==> src/egb_pkg.sv <==
package egb_pkg;

	localparam int GRID_DIM    = 256;
	localparam int MAX_CELLS   = 64;
	localparam int COORD_WIDTH = 32;

	// Coordinates are taken from the low CIN_W bits of each field
	localparam int CIN_W  = (COORD_WIDTH < 32) ? COORD_WIDTH : 32;
	localparam int IDX_W  = (GRID_DIM > 1) ? $clog2(GRID_DIM) : 1;
	localparam int CNT_W  = $clog2(MAX_CELLS + 2);
	localparam int N_W    = $clog2(MAX_CELLS + 1);
	localparam int SPAN_W = (IDX_W + 1 > CNT_W) ? IDX_W + 1 : CNT_W;
	localparam int CFG_IDX_W = 3;

	typedef struct packed {
		logic signed [31:0] node_x;
		logic signed [31:0] node_y;
		logic signed [31:0] node_z;
		logic        [31:0] element_id;
		logic               last_node;
	} node_t;

	typedef struct packed {
		logic [31:0] cell_element;
		logic [7:0]  cell_x;
		logic [7:0]  cell_y;
		logic [7:0]  cell_z;
		logic        last_cell;
		logic        truncated;
	} cell_t;

	typedef enum logic [CFG_IDX_W-1:0] {
		REG_ORIGIN_X   = 3'd0,
		REG_ORIGIN_Y   = 3'd1,
		REG_ORIGIN_Z   = 3'd2,
		REG_INV_CELL_X = 3'd3,
		REG_INV_CELL_Y = 3'd4,
		REG_INV_CELL_Z = 3'd5
	} cfg_reg_t;

	typedef enum logic [2:0] {
		CRN_MIN_X = 3'd0,
		CRN_MIN_Y = 3'd1,
		CRN_MIN_Z = 3'd2,
		CRN_MAX_X = 3'd3,
		CRN_MAX_Y = 3'd4,
		CRN_MAX_Z = 3'd5
	} corner_t;

	typedef enum logic [2:0] {
		ST_ACC,
		ST_CALC,
		ST_PROD1,
		ST_PROD2,
		ST_EMIT
	} state_t;

	typedef struct packed {
		logic    accept;
		logic    calc_issue;
		corner_t calc_sel;
		logic    prod1;
		logic    prod2;
		logic    emit;
	} ctrl_cmd_t;

	typedef struct packed {
		logic out_free;
		logic emit_last;
	} ctrl_sts_t;

	// Report a cell index through an 8-bit field, modulo 256
	function automatic logic [7:0] idx_to_field(input logic [IDX_W-1:0] v);
		logic [IDX_W+7:0] t;
		t = {8'b0, v};
		return t[7:0];
	endfunction

	function automatic logic signed [31:0] coord_in(input logic [31:0] v);
		return 32'(signed'(v[CIN_W-1:0]));
	endfunction

endpackage

==> src/egb_ctrl.sv <==
module egb_ctrl
	import egb_pkg::*;
(
	input  logic      clk,
	input  logic      arst_n,
	input  logic      node_valid,
	input  logic      node_last,
	output logic      node_ready,
	input  ctrl_sts_t sts,
	output ctrl_cmd_t cmd
);

	localparam int NUM_CORNERS = 6;
	// two pipeline stages follow the last corner issue
	localparam logic [2:0] CALC_END = 3'(NUM_CORNERS + 1);

	state_t     state_q, state_d;
	logic [2:0] calc_cnt_q, calc_cnt_d;

	always_ff @(posedge clk or negedge arst_n) begin
		if (!arst_n) begin
			state_q    <= ST_ACC;
			calc_cnt_q <= '0;
		end else begin
			state_q    <= state_d;
			calc_cnt_q <= calc_cnt_d;
		end
	end

	always_comb begin
		state_d    = state_q;
		calc_cnt_d = calc_cnt_q;
		node_ready = 1'b0;
		cmd        = '0;
		cmd.calc_sel = CRN_MIN_X;
		case (state_q)
			ST_ACC: begin
				node_ready = 1'b1;
				if (node_valid) begin
					cmd.accept = 1'b1;
					if (node_last) begin
						state_d    = ST_CALC;
						calc_cnt_d = '0;
					end
				end
			end
			ST_CALC: begin
				cmd.calc_issue = (calc_cnt_q < 3'(NUM_CORNERS));
				cmd.calc_sel   = corner_t'(calc_cnt_q);
				calc_cnt_d     = calc_cnt_q + 3'd1;
				if (calc_cnt_q == CALC_END) begin
					state_d = ST_PROD1;
				end
			end
			ST_PROD1: begin
				cmd.prod1 = 1'b1;
				state_d   = ST_PROD2;
			end
			ST_PROD2: begin
				cmd.prod2 = 1'b1;
				state_d   = ST_EMIT;
			end
			ST_EMIT: begin
				cmd.emit = sts.out_free;
				if (sts.out_free && sts.emit_last) begin
					state_d = ST_ACC;
				end
			end
			default: begin
				state_d = ST_ACC;
			end
		endcase
	end

endmodule

==> src/egb_datapath.sv <==
module egb_datapath
	import egb_pkg::*;
(
	input  logic                 clk,
	input  logic                 arst_n,
	input  logic                 cfg_we,
	input  logic [CFG_IDX_W-1:0] cfg_index,
	input  logic [31:0]          cfg_data,
	input  node_t                node_item,
	input  ctrl_cmd_t            cmd,
	output ctrl_sts_t            sts,
	output logic                 cell_valid,
	input  logic                 cell_ready,
	output cell_t                cell_item
);

	localparam logic [31:0]       GMAX     = 32'(GRID_DIM - 1);
	localparam logic [SPAN_W-1:0] SAT_SPAN = SPAN_W'(MAX_CELLS + 1);
	localparam logic [CNT_W-1:0]  SAT_CNT  = CNT_W'(MAX_CELLS + 1);

	// configuration
	logic signed [31:0] origin_q [3];
	logic        [31:0] inv_q    [3];

	// bounding box and element
	logic signed [31:0] bmin_q [3];
	logic signed [31:0] bmax_q [3];
	logic               first_q;
	logic        [31:0] elem_q;

	// corner index pipeline
	logic               vld_s1, vld_s2;
	logic               neg_s1, neg_s2;
	logic        [1:0]  axis_s1, axis_s2;
	logic               hi_s1, hi_s2;
	logic        [31:0] mag_s1, inv_s1;
	logic        [63:0] prod_s2;

	logic [IDX_W-1:0] lo_q [3];
	logic [IDX_W-1:0] hi_q [3];

	logic [CNT_W-1:0] span   [3];
	logic [CNT_W-1:0] p1_q;
	logic             trunc_q;
	logic [IDX_W-1:0] cur_q  [3];
	logic [N_W-1:0]   n_q;
	logic             out_valid_q;
	cell_t            out_q;

	logic signed [31:0] coord [3];
	logic        [1:0]  sel_axis;
	logic               sel_hi;
	logic signed [31:0] sel_c;
	logic        [32:0] off;
	logic [IDX_W-1:0]   idx_wr;
	logic [2*CNT_W-1:0] p1, p2;
	logic               at_end, last;

	assign coord[0] = coord_in(node_item.node_x);
	assign coord[1] = coord_in(node_item.node_y);
	assign coord[2] = coord_in(node_item.node_z);

	always_ff @(posedge clk or negedge arst_n) begin
		if (!arst_n) begin
			for (int a = 0; a < 3; a++) begin
				origin_q[a] <= '0;
				inv_q[a]    <= 32'd65536;
			end
		end else if (cfg_we) begin
			case (cfg_reg_t'(cfg_index))
				REG_ORIGIN_X:   origin_q[0] <= cfg_data;
				REG_ORIGIN_Y:   origin_q[1] <= cfg_data;
				REG_ORIGIN_Z:   origin_q[2] <= cfg_data;
				REG_INV_CELL_X: inv_q[0]    <= cfg_data;
				REG_INV_CELL_Y: inv_q[1]    <= cfg_data;
				REG_INV_CELL_Z: inv_q[2]    <= cfg_data;
				default: ;
			endcase
		end
	end

	always_ff @(posedge clk or negedge arst_n) begin
		if (!arst_n) begin
			first_q <= 1'b1;
		end else if (cmd.accept) begin
			first_q <= node_item.last_node;
		end
	end

	always_ff @(posedge clk) begin
		if (cmd.accept) begin
			elem_q <= node_item.element_id;
			for (int a = 0; a < 3; a++) begin
				if (first_q || coord[a] < bmin_q[a]) bmin_q[a] <= coord[a];
				if (first_q || coord[a] > bmax_q[a]) bmax_q[a] <= coord[a];
			end
		end
	end

	// corner select
	always_comb begin
		sel_axis = 2'd0;
		sel_hi   = 1'b0;
		case (cmd.calc_sel)
			CRN_MIN_X: begin sel_axis = 2'd0; sel_hi = 1'b0; end
			CRN_MIN_Y: begin sel_axis = 2'd1; sel_hi = 1'b0; end
			CRN_MIN_Z: begin sel_axis = 2'd2; sel_hi = 1'b0; end
			CRN_MAX_X: begin sel_axis = 2'd0; sel_hi = 1'b1; end
			CRN_MAX_Y: begin sel_axis = 2'd1; sel_hi = 1'b1; end
			CRN_MAX_Z: begin sel_axis = 2'd2; sel_hi = 1'b1; end
			default:   begin sel_axis = 2'd0; sel_hi = 1'b0; end
		endcase
		sel_c = sel_hi ? bmax_q[sel_axis] : bmin_q[sel_axis];
		off   = {sel_c[31], sel_c} - {origin_q[sel_axis][31], origin_q[sel_axis]};
	end

	always_ff @(posedge clk or negedge arst_n) begin
		if (!arst_n) begin
			vld_s1 <= 1'b0;
			vld_s2 <= 1'b0;
		end else begin
			vld_s1 <= cmd.calc_issue;
			vld_s2 <= vld_s1;
		end
	end

	always_ff @(posedge clk) begin
		neg_s1  <= off[32];
		mag_s1  <= off[31:0];
		inv_s1  <= inv_q[sel_axis];
		axis_s1 <= sel_axis;
		hi_s1   <= sel_hi;
		prod_s2 <= {32'b0, mag_s1} * {32'b0, inv_s1};
		neg_s2  <= neg_s1;
		axis_s2 <= axis_s1;
		hi_s2   <= hi_s1;
	end

	// truncate to the integer part and clamp into the grid
	always_comb begin
		if (neg_s2) begin
			idx_wr = '0;
		end else if (prod_s2[63:32] > GMAX) begin
			idx_wr = GMAX[IDX_W-1:0];
		end else begin
			idx_wr = prod_s2[32+IDX_W-1:32];
		end
	end

	always_ff @(posedge clk) begin
		if (vld_s2) begin
			if (hi_s2) hi_q[axis_s2] <= idx_wr;
			else       lo_q[axis_s2] <= idx_wr;
		end
	end

	// spans clipped just above the cell limit
	always_comb begin
		for (int a = 0; a < 3; a++) begin
			logic [SPAN_W-1:0] d;
			d = SPAN_W'(hi_q[a]) - SPAN_W'(lo_q[a]) + SPAN_W'(1);
			span[a] = (d > SAT_SPAN) ? SAT_CNT : d[CNT_W-1:0];
		end
		p1 = {{CNT_W{1'b0}}, span[0]} * {{CNT_W{1'b0}}, span[1]};
		p2 = {{CNT_W{1'b0}}, p1_q} * {{CNT_W{1'b0}}, span[2]};
	end

	always_ff @(posedge clk) begin
		if (cmd.prod1) begin
			p1_q <= (p1 > (2*CNT_W)'(SAT_CNT)) ? SAT_CNT : p1[CNT_W-1:0];
		end
		if (cmd.prod2) begin
			trunc_q <= (p2 > (2*CNT_W)'(MAX_CELLS));
		end
	end

	assign at_end = (cur_q[0] == hi_q[0]) && (cur_q[1] == hi_q[1]) && (cur_q[2] == hi_q[2]);
	assign last   = trunc_q ? (n_q == N_W'(MAX_CELLS - 1)) : at_end;

	// walk x outer, z inner
	always_ff @(posedge clk) begin
		if (cmd.prod2) begin
			for (int a = 0; a < 3; a++) cur_q[a] <= lo_q[a];
			n_q <= '0;
		end else if (cmd.emit) begin
			n_q <= n_q + N_W'(1);
			if (cur_q[2] != hi_q[2]) begin
				cur_q[2] <= cur_q[2] + IDX_W'(1);
			end else begin
				cur_q[2] <= lo_q[2];
				if (cur_q[1] != hi_q[1]) begin
					cur_q[1] <= cur_q[1] + IDX_W'(1);
				end else begin
					cur_q[1] <= lo_q[1];
					cur_q[0] <= cur_q[0] + IDX_W'(1);
				end
			end
		end
	end

	always_ff @(posedge clk or negedge arst_n) begin
		if (!arst_n) begin
			out_valid_q <= 1'b0;
		end else if (cmd.emit) begin
			out_valid_q <= 1'b1;
		end else if (cell_ready) begin
			out_valid_q <= 1'b0;
		end
	end

	always_ff @(posedge clk) begin
		if (cmd.emit) begin
			out_q.cell_element <= elem_q;
			out_q.cell_x       <= idx_to_field(cur_q[0]);
			out_q.cell_y       <= idx_to_field(cur_q[1]);
			out_q.cell_z       <= idx_to_field(cur_q[2]);
			out_q.last_cell    <= last;
			out_q.truncated    <= trunc_q;
		end
	end

	assign sts.out_free  = !out_valid_q || cell_ready;
	assign sts.emit_last = last;
	assign cell_valid    = out_valid_q;
	assign cell_item     = out_q;

endmodule

==> src/element_grid_binning.sv <==
// Once the final node is taken, the six box corners pass the index pipeline, then
// ST_PROD1 and ST_PROD2 size the box and ST_EMIT presents the first cell request.
// Throughput: nodes are taken one per cycle in ST_ACC; the one shared 32x32 multiplier
// walks six box corners; the single output register gives one cell a cycle unless stalled.
// Reset: arst_n clears the controller, the pipeline valids and the output valid flag
// asynchronously and loads the configuration registers with their reset values.
module element_grid_binning
	import egb_pkg::*;
(
	input  logic                 clk,
	input  logic                 arst_n,
	input  logic                 node_valid,
	output logic                 node_ready,
	input  node_t                node_item,
	output logic                 cell_valid,
	input  logic                 cell_ready,
	output cell_t                cell_item,
	input  logic                 cfg_we,
	input  logic [CFG_IDX_W-1:0] cfg_index,
	input  logic [31:0]          cfg_data
);

	ctrl_cmd_t cmd;
	ctrl_sts_t sts;

	// Sequencer: take nodes, run corners through the multiplier, size the box,
	// then hand out cells whenever the output register frees up.
	egb_ctrl u_ctrl (
		.clk        (clk),
		.arst_n     (arst_n),
		.node_valid (node_valid),
		.node_last  (node_item.last_node),
		.node_ready (node_ready),
		.sts        (sts),
		.cmd        (cmd)
	);

	// Bounding box, corner-to-index pipeline, cell walk and output register.
	// The output register lets the next element's nodes be taken while the
	// last cell request of the previous one still waits.
	egb_datapath u_dp (
		.clk        (clk),
		.arst_n     (arst_n),
		.cfg_we     (cfg_we),
		.cfg_index  (cfg_index),
		.cfg_data   (cfg_data),
		.node_item  (node_item),
		.cmd        (cmd),
		.sts        (sts),
		.cell_valid (cell_valid),
		.cell_ready (cell_ready),
		.cell_item  (cell_item)
	);

endmodule

==> config.mk <==
export PLATFORM = sky130hd
export DESIGN_NAME = element_grid_binning
export DESIGN_NICKNAME = d
export VERILOG_FILES = /design/src/egb_pkg.sv /design/src/egb_ctrl.sv /design/src/egb_datapath.sv /design/src/element_grid_binning.sv
export SDC_FILE = /design/constraint.sdc
export NUM_CORES = 2
export LEC_CHECK = 0
export ABC_AREA = 1
export BUFFER_PORTS_ARGS = -buffer_cell sky130_fd_sc_hd__buf_2
export CORE_MARGIN = 5
export CORE_UTILIZATION = 25
export DETAILED_ROUTE_END_ITERATION = 10
export GPL_TIMING_DRIVEN = 0
export PLACE_DENSITY = 0.48
export SLEW_MARGIN = 20
export SYNTH_ARGS = -nofsm -noshare
export SYNTH_HDL_FRONTEND = slang
export SYNTH_HIERARCHICAL = 1
export SYNTH_SLANG_ARGS = --single-unit
==> constraint.sdc <==
create_clock -name clk -period 6.4 [get_ports clk]
set_clock_uncertainty 0.1 [all_clocks]
set_input_delay 0.96 -clock clk [delete_from_list [all_inputs] [get_ports clk]]
set_output_delay 0.96 -clock clk [all_outputs]
set_load 0.03 [all_outputs]
==> reports/metrics.csv <==
stage,metric,value,unit
outcome,status,"complete, but fails checks",
outcome,violations,negative setup slack,
floorplan,initial_core_util,25.1,%
logic_synthesis,synth-xor-area-share,1.02,%
cts,clock_latency,0.74,ns
worst_setup_path,crit_buf_inv,11,
logic_synthesis,async_flop_share,29.9,%
floorplan,die-width,539,um
sta,worst_pin_slew,1.12,ns
cts,cts_max_path_buffers,3,
logic_synthesis,yosysUniqueCellTypes,51,
global_route,antenna_found_initial,60,
worst_setup_path,rrSetupSlack,-0.54,ns
logic_synthesis,synth_top_flop_cell,edfxtp_1,
global_route,grt_pass1_vias,60300,
sta,setup_ws,-0.537,ns
worst_setup_path,critPathSlowestCell,fa_2,
place,gp_congestion,0.990,
logic_synthesis,syn-cell-area,0.0700,mm^2
layout,final_nets,10500,
hold_path,holdPathEnd,u_dp/vld_s2$_DFF_PN0_,
layout,fin_cells,12600,
drt,final_antenna_net_count,0,
cts,cts_tree,yes,
place,place_inst,12300,
cts,cts_buffers,80,
worst_setup_path,path_class,flop to flop,
worst_setup_path,worstPathMaxFanout,5,
logic_synthesis,postSynthCellCount,8307,
logic_synthesis,syn_nets,10000,
worst_setup_path,r2r_cells,31,
floorplan,die_h,539,um
worst_setup_path,required,6.88,ns
logic_synthesis,synth_common_cells,"nand2_1, inv_1, fa_1, ha_1, o21ai_0",
global_route,grt_pass1_wl,395,mm
drt,first_iter_violations,4508,
cts,htree_levels,3,
logic_synthesis,yosys.area.top_type_share,27.1,%
logic_synthesis,synth.area.top_cells,"fa_1, edfxtp_1, nand2_1",
hold_path,hold_depth,0,
cts,clk_pin_slew_worst_paths,0.06,ns
drt,num_vias,58000,
layout,multi_input_area,0.0462,mm^2
logic_synthesis,synth_edf_count,362,
logic_synthesis,avgSynthCellArea,8.42,um^2
global_route,gr-total-overflow,0,
cts,root_buffer,clkbuf_16,
worst_setup_path,timing.rr.end,u_dp/prod_s2[36]$_DFF_P_,
sta,hold_viol_final,0,
layout,areaGrowthSynthToFinish,21.2,%
worst_setup_path,arrival,7.42,ns
drt,wirelength,268,mm
sta,grt_setup_unrepaired,yes,
place,place.port_buffers,228,
sta,finalCriticalPeriod,6.94,ns
floorplan,rows,194,
drt,avgViaCountPerCell,4.60,
floorplan,io_pins,229,
logic_synthesis,synthMuxAreaShare,0,%
worst_setup_path,crit_family,adder cells,
worst_setup_path,cp_common_cell,fa_1,
sta,fin_crit_sh,108,%
drt,drcViolationCount,0,
drt,wl_per_cell,21.3,um
worst_setup_path,cp-end-kind,flop,
sta,maxSlewHeadroom,25.6,%
sta,setup_violations,32,
place,dp_hpwl,221,mm
sta,whs,0.248,ns
worst_setup_path,cp-start-kind,flop,
global_route,grt_usage,18.1,%
logic_synthesis,synthAdderAreaFrac,37.7,%
worst_setup_path,r2r_start,u_dp/mag_s1[23]$_DFF_P_,
logic_synthesis,synth-seq-cells,675,
hold_path,worstHoldPathType,flop to flop,
layout,regArea,0.0183,mm^2
layout,drive_above_1_share,15.7,%
layout,fill_cells,29700,
floorplan,core,0.279,mm^2
logic_synthesis,synth_top_family_by_area,adder cells,
logic_synthesis,synthMostInstantiatedCell,nand2_1,
sta,slew_violations,0,
logic_synthesis,ys_seq_area_share,25.9,%
cts,clkSinkCount,675,
floorplan,die_area,0.291,mm^2
worst_setup_path,slowest_delay,0.62,ns
logic_synthesis,yosysTopAreaCell,fa_1,
logic_synthesis,synth-simple-area-share,16.4,%
hold_path,hp-start,u_dp/vld_s1$_DFF_PN0_,
drt,dr.pass1.iters,8,
logic_synthesis,synth_compound_area_share,7.07,%
sta,max_freq,0.144,GHz
global_route,grt_start_max_net_pins,96,
logic_synthesis,synth_warnings,6,
place,preCtsSetupSlack,-2.22,ns
flow_run,maxCapViolCount,0,
worst reg2reg max path: cells and delay by family, from the launching register on:
| kind | cells | cell delay [ns] |
|---|---|---|
| flip-flops | 1 | 0.45 |
| buffers and inverters | 11 | 0.78 |
| AND/OR/NAND/NOR | 11 | 0.95 |
| adder cells (fa/ha/maj) | 9 | 4.51 |
routing by layer:
layer / up-vias / wire length (um) / GRT usage [%]
met1: 29000 / 110000 / 23.1
met3: 523 / 20900 / 4.24
li1: 26300 / - / -
met2: 2067 / 121000 / 29.2
met4: 42 / 15500 / 8.35
met5: - / 419 / 0
how the worst max path moves through the flow:
stage / to / from / slack, ns / cells after the start
2_1_floorplan: u_dp/prod_s2[61]$_DFF_P_ / u_dp/inv_s1[2]$_DFF_P_ / 0.000003 / 27
3_3_place_gp: u_dp/bmax_q[1][21]$_DFFE_PP_ / node_valid / -3.37 / 5
3_5_place_dp: u_dp/prod_s2[59]$_DFF_P_ / u_dp/inv_s1[12]$_DFF_P_ / -2.22 / 24
4_1_cts: u_dp/prod_s2[59]$_DFF_P_ / u_dp/inv_s1[4]$_DFF_P_ / -0.53 / 28
5_1_grt: u_dp/prod_s2[37]$_DFF_P_ / u_dp/inv_s1[4]$_DFF_P_ / -0.73 / 29
6_report: u_dp/prod_s2[36]$_DFF_P_ / u_dp/mag_s1[23]$_DFF_P_ / -0.54 / 31
area by class of cell:
type,instances,share of cell area [%]
well taps,3724,5.49
multi-input cells,5437,54.5
inverters,1900,8.43
clock buffers,103,2.54
plain buffers,294,3.34
flip-flops and latches,675,21.6
clock inverters,46,0.633
diodes,25,0.0738
repair buffers,405,3.35
placed cells by master (no fill, tap or decap), drive strengths merged, types with 55 or more instances in the layout:
cell | Yosys | layout
xor2 | 55 | 55
fa | 947 | 947
a21oi | 263 | 263
clkbuf | 266 | 337
dfxtp | 111 | 111
inv | 1899 | 1906
nand2 | 2122 | 2122
buf | 29 | 464
dfrtp | 198 | 198
edfxtp | 362 | 362
nor2 | 450 | 450
nand3 | 187 | 187
o21ai | 464 | 464
ha | 596 | 596
state kept, by name, indices dropped and copies added, names as in the netlist, 58 cells and up:
name and cells:
u_dp/bmin_q 96, u_dp/origin_q 96, u_dp/bmax_q 96, u_dp/inv_q 96, u_dp/cell_item 58
metrics by stage:
stage                     cell area (um^2)  TNS (ns)  util [%]
after floorplan                      70000         0         -
after global placement               75800   -642.56      27.1
after detailed placement             76200    -62.62      27.3
after CTS                            83200    -14.51      29.8
after global routing                 84800    -21.40      30.4
final                                84800    -14.80      30.4
kinds of logic (layout without fill, tap and decap cells):
kind of cell / count (synthesis) / in the layout
AND/OR/NAND/NOR: 2901 / 2901
buffers and inverters: 2195 / 2748
adder cells (fa/ha/maj): 1543 / 1543
AO/OA/AOI/OAI: 913 / 913
flip-flops: 675 / 675
XOR/XNOR: 80 / 80
other: 0 / 25
what timing repair did:
item | 4_1_cts | 5_1_grt
setup buffers | 100 | 60
hold buffers | 1 | 0
cloned | 2 | 1
setup endpoints to repair | 40 | 40
resized for setup | 1027 | 348
hold endpoints to repair | 26 | 0
pin swaps | 173 | 167
Power is left out: the tool's default activity adds up to more than one toggle a clock period on the data nets, which glitch-free logic cannot reach.
